### config.mk
export PLATFORM = sky130hd
export DESIGN_NAME = ucm_mul
export DESIGN_NICKNAME = d
export VERILOG_FILES = /design/src/rtl/ucm_pkg.sv /design/src/rtl/ucm_mul.sv
export SDC_FILE = /design/constraint.sdc
export NUM_CORES = 2
export LEC_CHECK = 0
export ABC_AREA = 1
export BUFFER_PORTS_ARGS = -buffer_cell sky130_fd_sc_hd__buf_4
export CORE_MARGIN = 4
export CORE_UTILIZATION = 40
export CTS_CLUSTER_SIZE = 25
export DETAILED_ROUTE_END_ITERATION = 12
export HOLD_SLACK_MARGIN = 0.05
export SYNTH_ARGS = -nofsm -noshare
export SYNTH_HDL_FRONTEND = slang
export SYNTH_SLANG_ARGS = --single-unit
### constraint.sdc
create_clock -name clk -period 7.3 [get_ports clk]
set_input_delay 0.73 -clock clk [delete_from_list [all_inputs] [get_ports clk]]
set_output_delay 0.73 -clock clk [all_outputs]
set_load 0.005 [all_outputs]
### src/rtl/ucm_pkg.sv
`default_nettype none

package ucm_pkg;

    // Sequencer states.
    typedef enum logic [3:0] {
        S_IDLE,
        S_SEND,
        S_TIME,
        S_CORD,
        S_REL,
        S_SSL,
        S_TSL,
        S_PC,
        S_PX,
        S_PS,
        S_PY,
        S_HD,
        S_FIN
    } ucm_state_t;

    // Result status codes.
    localparam logic [1:0] STATUS_STEP    = 2'd0;
    localparam logic [1:0] STATUS_QUEUED  = 2'd1;
    localparam logic [1:0] STATUS_DROPPED = 2'd2;

    // Configuration register indexes.
    localparam logic [1:0] CFG_SPEED_SLEW = 2'd0;
    localparam logic [1:0] CFG_TURN_SLEW  = 2'd1;
    localparam logic [1:0] CFG_SPEED_DLY  = 2'd2;
    localparam logic [1:0] CFG_TURN_DLY   = 2'd3;

    // Input command codes.
    localparam logic CMD_STEP = 1'b0;
    localparam logic CMD_SEND = 1'b1;

    // Angle constants.
    localparam logic signed [15:0] HALF_PI_Q13 = 16'sd12868;
    localparam logic signed [18:0] HALF_PI_H   = 19'sd12868;
    localparam logic signed [18:0] PI_H        = 19'sd25736;
    localparam logic signed [35:0] PI_Q30      = 36'sd3373259426;
    localparam logic signed [35:0] GAIN_Q30    = 36'sd652032874;

    // Queue status seen by the sequencer.
    typedef struct packed {
        logic full;
        logic empty;
    } ucm_q_stat_t;

    // Arctangent table for the rotation steps, Q2.30.
    function automatic logic [29:0] atan_q30(input logic [4:0] idx);
        logic [29:0] v;
        unique case (idx)
            5'd0:  v = 30'h3243F6A8;
            5'd1:  v = 30'h1DAC6705;
            5'd2:  v = 30'h0FADBAFC;
            5'd3:  v = 30'h07F56EA6;
            5'd4:  v = 30'h03FEAB76;
            5'd5:  v = 30'h01FFD55B;
            5'd6:  v = 30'h00FFFAAA;
            5'd7:  v = 30'h007FFF55;
            5'd8:  v = 30'h003FFFEA;
            5'd9:  v = 30'h001FFFFD;
            5'd10: v = 30'h000FFFFF;
            5'd11: v = 30'h0007FFFF;
            5'd12: v = 30'h0003FFFF;
            5'd13: v = 30'h0001FFFF;
            5'd14: v = 30'h0000FFFF;
            5'd15: v = 30'h00007FFF;
            5'd16: v = 30'h00003FFF;
            5'd17: v = 30'h00001FFF;
            5'd18: v = 30'h00000FFF;
            5'd19: v = 30'h000007FF;
            5'd20: v = 30'h000003FF;
            5'd21: v = 30'h000001FF;
            5'd22: v = 30'h000000FF;
            5'd23: v = 30'h0000007F;
            default: v = 30'h0;
        endcase
        return v;
    endfunction

    // Move toward the goal by d and stop on the goal.
    function automatic logic signed [15:0] slew_step(input logic signed [15:0] now,
                                                     input logic signed [15:0] goal,
                                                     input logic [15:0] d);
        logic signed [17:0] n;
        logic signed [17:0] g;
        g = 18'(goal);
        if (goal >= now)
        begin
            n = 18'(now) + $signed({2'b00, d});
            if (n > g)
                n = g;
        end
        else
        begin
            n = 18'(now) - $signed({2'b00, d});
            if (n < g)
                n = g;
        end
        return n[15:0];
    endfunction

    // Add a heading increment, fold by pi once, saturate.
    function automatic logic signed [15:0] heading_add(input logic signed [15:0] h0,
                                                       input logic signed [17:0] inc);
        logic signed [18:0] h;
        h = 19'(h0) + 19'(inc);
        if (h > HALF_PI_H)
            h = h - PI_H;
        if (h < -HALF_PI_H)
            h = h + PI_H;
        if (h > 19'sd32767)
            h = 19'sd32767;
        if (h < -19'sd32768)
            h = -19'sd32768;
        return h[15:0];
    endfunction

    // Saturating signed position update.
    function automatic logic signed [31:0] pos_add(input logic signed [31:0] p,
                                                   input logic signed [27:0] inc);
        logic signed [32:0] s;
        s = 33'(p) + 33'(inc);
        if (s > 33'sd2147483647)
            s = 33'sd2147483647;
        if (s < -33'sd2147483648)
            s = -33'sd2147483648;
        return s[31:0];
    endfunction

    // Saturating unsigned time add.
    function automatic logic [31:0] time_add(input logic [31:0] t, input logic [31:0] d);
        logic [32:0] s;
        s = {1'b0, t} + {1'b0, d};
        return s[32] ? 32'hFFFF_FFFF : s[31:0];
    endfunction

endpackage

`default_nettype wire

### src/rtl/ucm_mul.sv
`default_nettype none

module ucm_mul (
    input  wire logic                clk,
    input  wire logic signed [47:0]  a,
    input  wire logic signed [17:0]  b,
    output logic signed [65:0]       p
);
    import ucm_pkg::*;

    logic signed [65:0] p_reg;

    // Shared signed multiplier with a registered product.
    always_ff @(posedge clk)
    begin
        p_reg <= 66'(a) * 66'(b);
    end

    assign p = p_reg;

endmodule

`default_nettype wire

Word level (Yosys, flattened, before mapping)
Cells that the tools add are included.
- flip-flop bits (word level): 66
- input bits: 67
- output and inout port bits: 66
- logic and storage cells: 2
- $mul: 1
- operators with widths (kind ; count):
    48-bit by 18-bit multiplier with 66-bit output ; 1

Longest topological paths before layout
- depth after elaboration: 1
- gate-level depth with buffers: 29
- depth with buffers taken out: 27

Worst setup path after synthesis
OpenSTA, ideal clock, no wires.
- path type: input to register
- from: input port a[47]
- to: register p_reg[65], in the netlist p[65]
- library setup time: 0.112 ns
- arrival: 5.922 ns
- data required time: 7.188 ns
- slack: 1.266 ns
- stages: 25
- buffers on the path: 2
- cell sequence: clkbuf_1 > clkbuf_1 > nand2_1 > inv_1 > fa_1 > fa_1 > ha_1 > inv_1 > fa_1 > inv_1 > fa_1 > inv_1 > fa_1 > inv_1 > ha_1 > nand2_1 > inv_1 > a21oi_1 > nand2_1 > nand2_1 > nand2_1 > a21oi_1 > nand2_1 > nand2_1 > nand2_1
- longest elaborated chain between the ends: 1
- ends and longest elaborated chain (element ; line ; text):
    start, declared ; ucm_mul.sv:5 ; input wire logic signed [47:0] a,
    48-bit by 18-bit multiplier with 66-bit output ; ucm_mul.sv:16 ; p_reg <= 66'(a) * 66'(b);
    end signal, assigned ; ucm_mul.sv:16 ;
    end, declared ; ucm_mul.sv:11 ; logic signed [65:0] p_reg;
No other way between the ends.

Worst setup path after layout
- from: input port b[3]
- to: register p_reg[60], in the netlist p[60]
- longest elaborated chain between the ends: 1
- ends and longest elaborated chain (element ; line ; text):
    start, declared ; ucm_mul.sv:6 ; input wire logic signed [17:0] b,
    48-bit by 18-bit multiplier with 66-bit output ; ucm_mul.sv:16 ;
No other way between the ends.

==> reports/summary.txt <==
Status = finished clean
Max reg flops = 66
Number of global-route vias before repair = 28.4k
Slew @ Worst Pin = 0.785 ns
Post-DP Area = 34,600 um2
First-pass GRT wire length = 153,000 um
Mean Syn Cell Area = 7.41 um2
Worst path required time = 7.59 ns
Initial antenna violation count = 0
Wirelength per Cell = 16.8 um
Top cells by area, synth = fa_1 (49%), inv_1 (17%), nand2_1 (16%)
Cts bufs inserted = 9
F_max = 157 MHz
Total congestion overflow = 0
Setup bufs post-CTS = 0
Area growth from synthesis to layout = 6.43%
Cell at the root of the clock tree = clkbuf_16
Initial DRC count = 1,273
Reg clk slew, reported paths = 0.07 ns
Routed Antenna Nets = 0
Pre-antenna DRT Iters = 8
EDFF count, synth = 0
Syn nets = 5,459
Final hold vios = 0
Via count = 25.7k
Final period utilization = 0.873
Fill cells = 8,337
Initial core utilization = 0.406
Die H = 294 um
CTS Buffer Depth = 2
Max Cap Viol = 0
Worst-path maximum fanout = 48
CTS tree = done
Row cnt = 104
Die area = 86,700 um2
Yosys cell types = 26
DRC = 0
Total Wirelength = 91,900 um
Final #Nets = 5,431
RePlAce Congestion = 0.917
Number of synthesized register bits = 66
Commonest register cell after synthesis = dfxtp_1
Post-synth top area share = 0.493
Fin. max-slew vios = 0
Fraction of registers with async set/reset = 0
Type of origin of the critical path = primary input
Hpwl dp = 76,700 um
# setup viols final = 0
CORE AREA = 80,900 um2
Worst min path class = primary input to flip-flop
Register area share after synthesis = 0.0402
Setup crit end kind = flip-flop
Final instance area = 34,900 um2
Vias/cell = 4.69
Die W = 294 um
I/O pin total = 133
Crit Path Class = primary input to flip-flop
Cells after Synth = 4,430
Total track usage = 0.224
I/O Buffers = 132
Fin Hold WS = 0.827 ns
Fraction of layout cells with a size suffix above 1 = 0.0465
Post-CTS Hold Buffers = 0
Post-synth top area cell = fa_1
Worst path arrival time = 6.66 ns
Syn. warnings = 0
Synth Cell Area = 32,800 um2
Post-CTS sizing = 0
H-Tree Depth = 3
Largest net degree at the start of global routing = 50
Min cycle time layout = 6.37 ns
Clk sinks = 66
Worst rel slew slack = 0.477
Unrepaired setup endpoints after global routing = false
Ant diodes = 0
TNS Setup = 0 ns
## final timing paths
check / from / to / slack (ns) / depth (start not counted)
max: b[3] / p[60]$_DFF_P_ / 0.93 / 24
min: a[0] / p[0]$_DFF_P_ / 0.83 / 3
## worst max-delay path, stage by stage
cell and delay [ns]:
buf_4 0.52, nand2_1 0.19, inv_1 0.17, fa_1 0.47
fa_1 0.51, inv_1 0.31, fa_1 0.50, fa_1 0.54
inv_1 0.05, fa_1 0.47, inv_1 0.05, fa_1 0.47
inv_1 0.04, ha_1 0.39, nand2_1 0.08, inv_1 0.12
nand2_1 0.09, nor3_1 0.28, nand2_1 0.14, nor3_1 0.16
nand2_1 0.15, nand3_1 0.11, nand2_1 0.05, nand2_1 0.05
## area by class of cell
type / instances / area (um2) / share of cell area
Tap cell: 1060 / 1330 / 0.0380
Sequential cell: 66 / 1320 / 0.0378
Timing Repair Buffer: 147 / 1150 / 0.0330
Multi-Input combinational cell: 2709 / 25300 / 0.724
Inverter: 1469 / 5510 / 0.158
Clock inverter: 7 / 103 / 0.00294
Clock buffer: 9 / 225 / 0.00645
## routing by layer
layer / share of wire / wire, um / global-route usage / vias to the layer above
met5: 0 / 0 / 0 / -
met4: 0.037 / 3370 / 0.0665 / 0
met3: 0.042 / 3850 / 0.0161 / 165
met2: 0.52 / 47500 / 0.418 / 664
met1: 0.41 / 37300 / 0.278 / 12800
li1: - / - / - / 12000
## cells in the mapped netlist, drive strengths merged (7+ instances only)
cell	number
nand4	20
xor2	35
ha	153
fa	809
nor3	10
buf	39
nor2	133
inv	1469
clkbuf	147
or2	7
nand3	68
nand2	1383
dfxtp	66
o21bai	13
and3	8
a21oi	49
## placed cells by master, fill, tap and decap left out
master and instances:
o21bai_1 13, nand2_1 1374, xnor2_1 5, inv_2 1
nor3_2 1, nor2_2 20, nand3_1 64, clkinv_2 1
and2_1 3, clkinv_4 3, a21oi_1 49, nand4_1 20
nand3b_1 1, and3_1 8, ha_1 153, nor4_1 6
buf_4 143, inv_8 1, dfxtp_1 66, nand2_2 9
clkbuf_16 9, o21ai_0 6, inv_1 1468, buf_12 4
nor2_1 113, nor3_1 9, bufinv_16 2, or2_2 7
fa_1 809, nand3_2 4, xor2_1 35
## per-stage QoR
step	instances	setup slack (ns)	utilization
after floorplan	4430	1.27	-
after global placement	5451	0.571	0.428
after detailed placement	5451	0.556	0.428
after CTS	5467	0.916	0.432
after global routing	5467	0.481	0.432
final	5467	0.930	0.432
## cell families after synthesis
| family | synth area share |
|---|---|
| AO/OA/AOI/OAI | 0.0114 |
| XOR/XNOR | 0.0107 |
| adder cells (fa/ha/maj) | 0.552 |
| buffers and inverters | 0.189 |
| flip-flops | 0.0402 |
| AND/OR/NAND/NOR | 0.197 |
Power is not shown: default switching activity piles up to over one toggle a cycle in this logic, so the estimate is an artifact.
