`src/rtl/ucm_pkg.sv`:
```
`default_nettype none

package ucm_pkg;

    // Sequencer states.
    typedef enum logic [3:0] {
        S_IDLE,
        S_SEND,
        S_TIME,
        S_CORD,
        S_REL,
        S_SSL,
        S_TSL,
        S_PC,
        S_PX,
        S_PS,
        S_PY,
        S_HD,
        S_FIN
    } ucm_state_t;

    // Result status codes.
    localparam logic [1:0] STATUS_STEP    = 2'd0;
    localparam logic [1:0] STATUS_QUEUED  = 2'd1;
    localparam logic [1:0] STATUS_DROPPED = 2'd2;

    // Configuration register indexes.
    localparam logic [1:0] CFG_SPEED_SLEW = 2'd0;
    localparam logic [1:0] CFG_TURN_SLEW  = 2'd1;
    localparam logic [1:0] CFG_SPEED_DLY  = 2'd2;
    localparam logic [1:0] CFG_TURN_DLY   = 2'd3;

    // Input command codes.
    localparam logic CMD_STEP = 1'b0;
    localparam logic CMD_SEND = 1'b1;

    // Angle constants.
    localparam logic signed [15:0] HALF_PI_Q13 = 16'sd12868;
    localparam logic signed [18:0] HALF_PI_H   = 19'sd12868;
    localparam logic signed [18:0] PI_H        = 19'sd25736;
    localparam logic signed [35:0] PI_Q30      = 36'sd3373259426;
    localparam logic signed [35:0] GAIN_Q30    = 36'sd652032874;

    // Queue status seen by the sequencer.
    typedef struct packed {
        logic full;
        logic empty;
    } ucm_q_stat_t;

    // Arctangent table for the rotation steps, Q2.30.
    function automatic logic [29:0] atan_q30(input logic [4:0] idx);
        logic [29:0] v;
        unique case (idx)
            5'd0:  v = 30'h3243F6A8;
            5'd1:  v = 30'h1DAC6705;
            5'd2:  v = 30'h0FADBAFC;
            5'd3:  v = 30'h07F56EA6;
            5'd4:  v = 30'h03FEAB76;
            5'd5:  v = 30'h01FFD55B;
            5'd6:  v = 30'h00FFFAAA;
            5'd7:  v = 30'h007FFF55;
            5'd8:  v = 30'h003FFFEA;
            5'd9:  v = 30'h001FFFFD;
            5'd10: v = 30'h000FFFFF;
            5'd11: v = 30'h0007FFFF;
            5'd12: v = 30'h0003FFFF;
            5'd13: v = 30'h0001FFFF;
            5'd14: v = 30'h0000FFFF;
            5'd15: v = 30'h00007FFF;
            5'd16: v = 30'h00003FFF;
            5'd17: v = 30'h00001FFF;
            5'd18: v = 30'h00000FFF;
            5'd19: v = 30'h000007FF;
            5'd20: v = 30'h000003FF;
            5'd21: v = 30'h000001FF;
            5'd22: v = 30'h000000FF;
            5'd23: v = 30'h0000007F;
            default: v = 30'h0;
        endcase
        return v;
    endfunction

    // Move toward the goal by d and stop on the goal.
    function automatic logic signed [15:0] slew_step(input logic signed [15:0] now,
                                                     input logic signed [15:0] goal,
                                                     input logic [15:0] d);
        logic signed [17:0] n;
        logic signed [17:0] g;
        g = 18'(goal);
        if (goal >= now)
        begin
            n = 18'(now) + $signed({2'b00, d});
            if (n > g)
                n = g;
        end
        else
        begin
            n = 18'(now) - $signed({2'b00, d});
            if (n < g)
                n = g;
        end
        return n[15:0];
    endfunction

    // Add a heading increment, fold by pi once, saturate.
    function automatic logic signed [15:0] heading_add(input logic signed [15:0] h0,
                                                       input logic signed [17:0] inc);
        logic signed [18:0] h;
        h = 19'(h0) + 19'(inc);
        if (h > HALF_PI_H)
            h = h - PI_H;
        if (h < -HALF_PI_H)
            h = h + PI_H;
        if (h > 19'sd32767)
            h = 19'sd32767;
        if (h < -19'sd32768)
            h = -19'sd32768;
        return h[15:0];
    endfunction

    // Saturating signed position update.
    function automatic logic signed [31:0] pos_add(input logic signed [31:0] p,
                                                   input logic signed [27:0] inc);
        logic signed [32:0] s;
        s = 33'(p) + 33'(inc);
        if (s > 33'sd2147483647)
            s = 33'sd2147483647;
        if (s < -33'sd2147483648)
            s = -33'sd2147483648;
        return s[31:0];
    endfunction

    // Saturating unsigned time add.
    function automatic logic [31:0] time_add(input logic [31:0] t, input logic [31:0] d);
        logic [32:0] s;
        s = {1'b0, t} + {1'b0, d};
        return s[32] ? 32'hFFFF_FFFF : s[31:0];
    endfunction

endpackage

`default_nettype wire

```
`src/rtl/ucm_queue.sv`:
```
`default_nettype none

module ucm_queue #(
    parameter int DEPTH = 16
) (
    input  wire logic                 clk,
    input  wire logic                 rst_n,
    input  wire logic                 push,
    input  wire logic [31:0]          push_due,
    input  wire logic signed [15:0]   push_val,
    input  wire logic                 pop,
    output ucm_pkg::ucm_q_stat_t      stat,
    output logic [31:0]               head_due,
    output logic signed [15:0]        head_val
);
    import ucm_pkg::*;

    localparam int AW = (DEPTH > 1) ? $clog2(DEPTH) : 1;
    localparam int CW = $clog2(DEPTH + 1);

    logic [47:0]   mem [DEPTH];
    logic [47:0]   rd_reg;
    logic [AW-1:0] head_reg;
    logic [AW-1:0] tail_reg;
    logic [CW-1:0] count_reg;

    // Entry storage with a registered read at the head.
    always_ff @(posedge clk)
    begin
        if (push)
            mem[tail_reg] <= {push_due, push_val};
        rd_reg <= mem[head_reg];
    end

    // Pointers and fill count.
    always_ff @(posedge clk or negedge rst_n)
    begin
        if (!rst_n)
        begin
            head_reg  <= '0;
            tail_reg  <= '0;
            count_reg <= '0;
        end
        else
        begin
            if (push)
                tail_reg <= (tail_reg == AW'(DEPTH - 1)) ? '0 : tail_reg + 1'b1;
            if (pop)
                head_reg <= (head_reg == AW'(DEPTH - 1)) ? '0 : head_reg + 1'b1;
            if (push && !pop)
                count_reg <= count_reg + 1'b1;
            else if (pop && !push)
                count_reg <= count_reg - 1'b1;
        end
    end

    assign stat.full  = (count_reg == CW'(DEPTH));
    assign stat.empty = (count_reg == '0);
    assign head_due   = rd_reg[47:16];
    assign head_val   = rd_reg[15:0];

endmodule

`default_nettype wire

```
`config.mk`:
```
export PLATFORM = sky130hd
export DESIGN_NAME = ucm_queue
export DESIGN_NICKNAME = d
export VERILOG_FILES = /design/src/rtl/ucm_pkg.sv /design/src/rtl/ucm_queue.sv
export SDC_FILE = /design/constraint.sdc
export NUM_CORES = 1
export LEC_CHECK = 0
export ABC_CLOCK_PERIOD_IN_PS = 8500
export BUFFER_PORTS_ARGS = -buffer_cell sky130_fd_sc_hd__buf_2
export CELL_PAD_IN_SITES_DETAIL_PLACEMENT = 1
export CELL_PAD_IN_SITES_GLOBAL_PLACEMENT = 1
export CORE_UTILIZATION = 59
export CTS_CLUSTER_DIAMETER = 100
export DETAILED_ROUTE_END_ITERATION = 8
export HOLD_SLACK_MARGIN = 0.05
export PLACE_DENSITY = 0.87
export REMOVE_ABC_BUFFERS = 1
export SYNTH_ARGS = -nofsm -noshare
export SYNTH_HDL_FRONTEND = slang
export SYNTH_SLANG_ARGS = --single-unit
```
`constraint.sdc`:
```
create_clock -name clk -period 8.5 [get_ports clk]
set_clock_uncertainty 0.1 [all_clocks]
set_input_delay 0.85 -clock clk [delete_from_list [all_inputs] [get_ports clk]]
set_output_delay 0.85 -clock clk [all_outputs]
set_load 0.02 [all_outputs]
```
Word-level counts from Yosys, hierarchy flattened:

Memory sizes are Yosys's and may differ from the RTL's. A register that Yosys moved wholly into a read port is not among the register bits.
Cells that the tools add are included.

* word-level logic and storage cells: 23
* output and inout port bits: 50
* bits in writable memories: 768
* flip-flop bits (word level): 13
* memories kept: 1
* input port bits: 52

Memories
* mem: depth 16, width 48, rd ports 1, clocked after Yosys merged registers in 1, wr ports 1, line ucm_queue.sv:21 `logic [47:0] mem [DEPTH];`

* add/sub/neg operators: 4
* equal/unequal tests: 3
* reductions and logical operators: 6
* mux-type cells: 6

Operator list (count)
* 5-bit two-way mux: 2
* 4-bit by 1-bit adder with 4-bit output (second input constant): 2
* 4-bit == test (second input constant): 2
* 4-bit two-way mux: 2
* 5-bit by 1-bit adder with 5-bit output (second input constant): 1
* 5-bit == test (second input constant): 1
* 5-bit logical NOT: 1
* 5-bit by 1-bit subtractor with 5-bit output (second input constant): 1
* 1-bit logical AND: 2
* 1-bit logical NOT: 2
* 1-bit two-way mux: 2
* 2-bit nonzero test: 1

Logic depth before layout (Yosys ltp):

* word-level depth: 4
* mapped depth: 8
* mapped depth without buffers: 8

Worst setup path after synthesis:

Ideal clock, no wire load.

* path type: input port to flip-flop
* start: in push
* end: mem mem[0][0] (enable)
* path buffers: 1
* data required time: 7887 ps
* setup time: 513 ps
* setup slack: 3361 ps
* arrival time: 4526 ps
* cell stages on the path: 3
* cell sequence: clkbuf_1 nand2_1 nor3_1

* cells in the longest elaborated chain, start to end: 2

RTL lines
* start, declared: line ucm_queue.sv:8 `input wire logic push,`
* 1-bit two-way mux: line ucm_queue.sv:30 `if (push)`
* 1-bit two-way mux (implied by the code): line ucm_queue.sv:31 `mem[tail_reg] <= {push_due, push_val};`
* end, declared: line ucm_queue.sv:21

Every way passes these cells.

==> reports/qor.csv <==
metric,value,unit
Core Region,50600,sq um
run status,completed,
Avg Vias per Cell,6.79,
GPL Wtd Cong,0.714,
final core occ,68.4,%
number of distinct standard cells referenced by the synthesized netlist,31,
type of the worst min-delay path,reg -> reg,
max-cap check violation count,0,
remaining design rule violation count,0,
instance count on the critical path,4,
"flops & latches, synth",829,
Worst Path Buf+Inv,1,
timing-limited maximum frequency,335,MHz
TritonCTS clock tree,done,
vertical die dimension,229,um
vias in the first global route,16200,
total routing usage reported by global routing,30.5,%
number of clock sinks,829,
top fanout value on the critical path,45,
post-CTS resize count,0,
starting density of the core,60.3,%
cts bufs inserted,82,
master of the slowest instance on the critical path,sky130_fd_sc_hd__dfrtp_4,
share of cells above drive strength 1,30.0,%
number of antenna-violating nets in the routed design,0,
cell-by-cell trace of the critical path,"buf_4, mux4_2, a22oi_1, nand2_1",
Wirelength per Cell,35.0,um
Netlist Area Pre-Place,30500,sq um
initial antenna violation count,1,
top area cells in the synthesized netlist,"sky130_fd_sc_hd__edfxtp_1 (76%), sky130_fd_sc_hd__mux4_2 (14%), sky130_fd_sc_hd__dfxtp_1 (3.2%)",
capturing element of the worst setup path,rd_reg[16],
data arrival time at the worst-slack endpoint,3.39,ns
cell count after synthesis,1326,
warning count from the yosys run,0,
setup repair after global routing missed its margin,no,
transition time at the pin with the least slew margin,1.09,ns
start point of the critical path,head_reg[0],
Die W,229,um
number of DRC violations after detailed-routing iteration 0,1889,
CP Capture Type,register,
"top library cells by usage in the layout, fill and taps aside","sky130_fd_sc_hd__edfxtp_1 (768), sky130_fd_sc_hd__mux4_2 (192), sky130_fd_sc_hd__buf_2 (101), sky130_fd_sc_hd__a22oi_1 (96), sky130_fd_sc_hd__clkbuf_16 (84)",
synth-to-layout area growth,13.4,%
number of core rows,82,
min Tclk post-route,2.99,ns
number of buffers on the longest clock path,3,
maximum number of pins on one net before global-route repair,167,
highest cell delay on the worst timing path,0.82,ns
endpoint required time on the critical path,8.91,ns
Worst Setup Path Type,reg -> reg,
startpoint type of the worst setup path,register,
overall routed net length,77.5,mm
static leakage,0.0112,uW
worst reg2reg path startpoint,head_reg[0],
# IOs,102,
"flip-flop count of the largest register, all copies and words added",768,
Root Buffer Master,sky130_fd_sc_hd__clkbuf_16,
Hold Slack,0.445,ns
number of vias after detailed routing,15000,
First-pass DRT Iterations,5,
critical register-to-register path endpoint,rd_reg[16],
number of cells on the worst reg-to-reg path,4,
final clock period utilization by the worst path,35.1,%
proportion of synthesized chip area in sequential cells,79.9,%
Nets,1532,
VDD IR-drop max,0.217,mV
Buffers on Ports,101,
Detailed Place HPWL,36.5,mm
insertion delay of the later-clocked pin in the worst-skew pair,0.63,ns
CTS H-tree depth,3,
flop2flop setup slack,5.51,ns
most area-hungry cell type in the Yosys netlist,sky130_fd_sc_hd__edfxtp_1,
final hold violations,0,
cell family with the largest share of critical-path delay,flip-flops,
"Remaining Overflow, GRT",0,
fraction of synthesized cell area taken by the top area cell type,75.6,%
Worst slew margin,27.1,%
Avg Synthesized Cell Area,23.0,sq um
cell area power density,331,nW/um^2
global-route wire length before repair,114,mm
area of the die,52600,sq um
clock-pin slew on the worst setup and hold paths,0.06,ns
total count of max-transition violations in the final report,0,
number of setup violations in the final report,0,
"most common cell after layout, fill and taps aside",sky130_fd_sc_hd__edfxtp_1,
## routing by layer
metal / GRT usage [%] / part of all wire (%) / vias to the layer above
li1: - / - / 5883
met1: 41.5 / 38 / 8076
met2: 51.6 / 52 / 902
met3: 4.43 / 8.1 / 136
met4: 10.0 / 2.5 / 2
met5: 0 / 0.017 / -
## worst reg2reg max path: cells and delay by family, from the launching register on
family | cells | cell delay, ns
multiplexers | 1 | 0.67
buffers and inverters | 1 | 0.84
flip-flops | 1 | 0.82
AO/OA/AOI/OAI | 1 | 0.32
AND/OR/NAND/NOR | 1 | 0.11
## logic make-up after synthesis
family	count (synthesis)	synth area share, %
AO/OA/AOI/OAI	114	2.70
XOR/XNOR	5	0.144
adder cells (fa/ha/maj)	10	0.435
buffers and inverters	74	1.24
flip-flops	829	79.9
multiplexers	195	14.3
AND/OR/NAND/NOR	99	1.35
## final cells by class
| cell class | instances | area [sq um] |
|---|---|---|
| diodes | 2 | 5.00 |
| clock buffers | 113 | 2270 |
| clock inverters | 37 | 447 |
| fillers | 3874 | 16000 |
| inverters | 5 | 18.8 |
| multi-input cells | 423 | 5900 |
| flip-flops and latches | 829 | 24400 |
| well taps | 672 | 841 |
| repair buffers | 129 | 743 |
## worst min-delay path by stage
stage	cells past startpoint	start	end
after floorplan	2	count_reg[2]	count_reg[2]
final	2	count_reg[2]	count_reg[2]
after global placement	2	count_reg[2]	count_reg[2]
after global routing	2	pop	head_reg[0]
after CTS	2	count_reg[2]	count_reg[2]
after detailed placement	2	count_reg[2]	count_reg[2]
## cells in the mapped netlist
cell type                   count
sky130_fd_sc_hd__edfxtp_1     768
sky130_fd_sc_hd__mux4_2       192
sky130_fd_sc_hd__a22oi_1       96
sky130_fd_sc_hd__nand2_1       64
sky130_fd_sc_hd__dfxtp_1       48
sky130_fd_sc_hd__clkbuf_1      32
sky130_fd_sc_hd__nor2_1        14
sky130_fd_sc_hd__dfrtp_1       13
sky130_fd_sc_hd__buf_1         11
sky130_fd_sc_hd__buf_2         10
sky130_fd_sc_hd__o21ai_0       10
sky130_fd_sc_hd__buf_4          9
sky130_fd_sc_hd__ha_1           9
sky130_fd_sc_hd__buf_6          7
sky130_fd_sc_hd__nor3_1         6
sky130_fd_sc_hd__inv_1          5
sky130_fd_sc_hd__a21oi_1        4
sky130_fd_sc_hd__nand2b_1       4
sky130_fd_sc_hd__nand3_1        4
sky130_fd_sc_hd__xnor2_1        4
sky130_fd_sc_hd__nor2b_1        3
sky130_fd_sc_hd__a21o_1         2
sky130_fd_sc_hd__and2_1         2
sky130_fd_sc_hd__mux2_2         2
sky130_fd_sc_hd__a2111oi_0      1
sky130_fd_sc_hd__fa_1           1
sky130_fd_sc_hd__mux2i_1        1
sky130_fd_sc_hd__nand4_1        1
sky130_fd_sc_hd__nor4_1         1
sky130_fd_sc_hd__o31ai_1        1
sky130_fd_sc_hd__xor2_1         1
## repair_timing
action	CTS	global route
setup buffers	0	0
hold buffers	1	0
endpoints found under the setup margin	0	0
hold endpoints to repair	13	0
## power breakdown
| part | internal [uW] | switching (uW) | total (uW) | leakage [uW] |
|---|---|---|---|---|
| registers | 4930 | 256 | 5190 | 0.00750 |
| clock network | 2180 | 1570 | 3750 | 0.00133 |
| logic | 969 | 1550 | 2510 | 0.00238 |
| total | 8080 | 3370 | 11500 | 0.0112 |
## stage by stage
stage	power (uW)	setup WS (ns)	cells	setup TNS [ns]	instance area, sq um
2_1_floorplan	7080	-0.165	1257	-0.333	30100
3_3_place_gp	7510	5.53	2057	0	31900
3_5_place_dp	7640	5.43	2057	0	31900
4_1_cts	11500	5.43	2208	0	34600
5_1_grt	11800	5.28	2208	0	34600
6_report	11500	5.51	2210	0	34600
No activity file was read; power rests on OpenSTA's default activity.
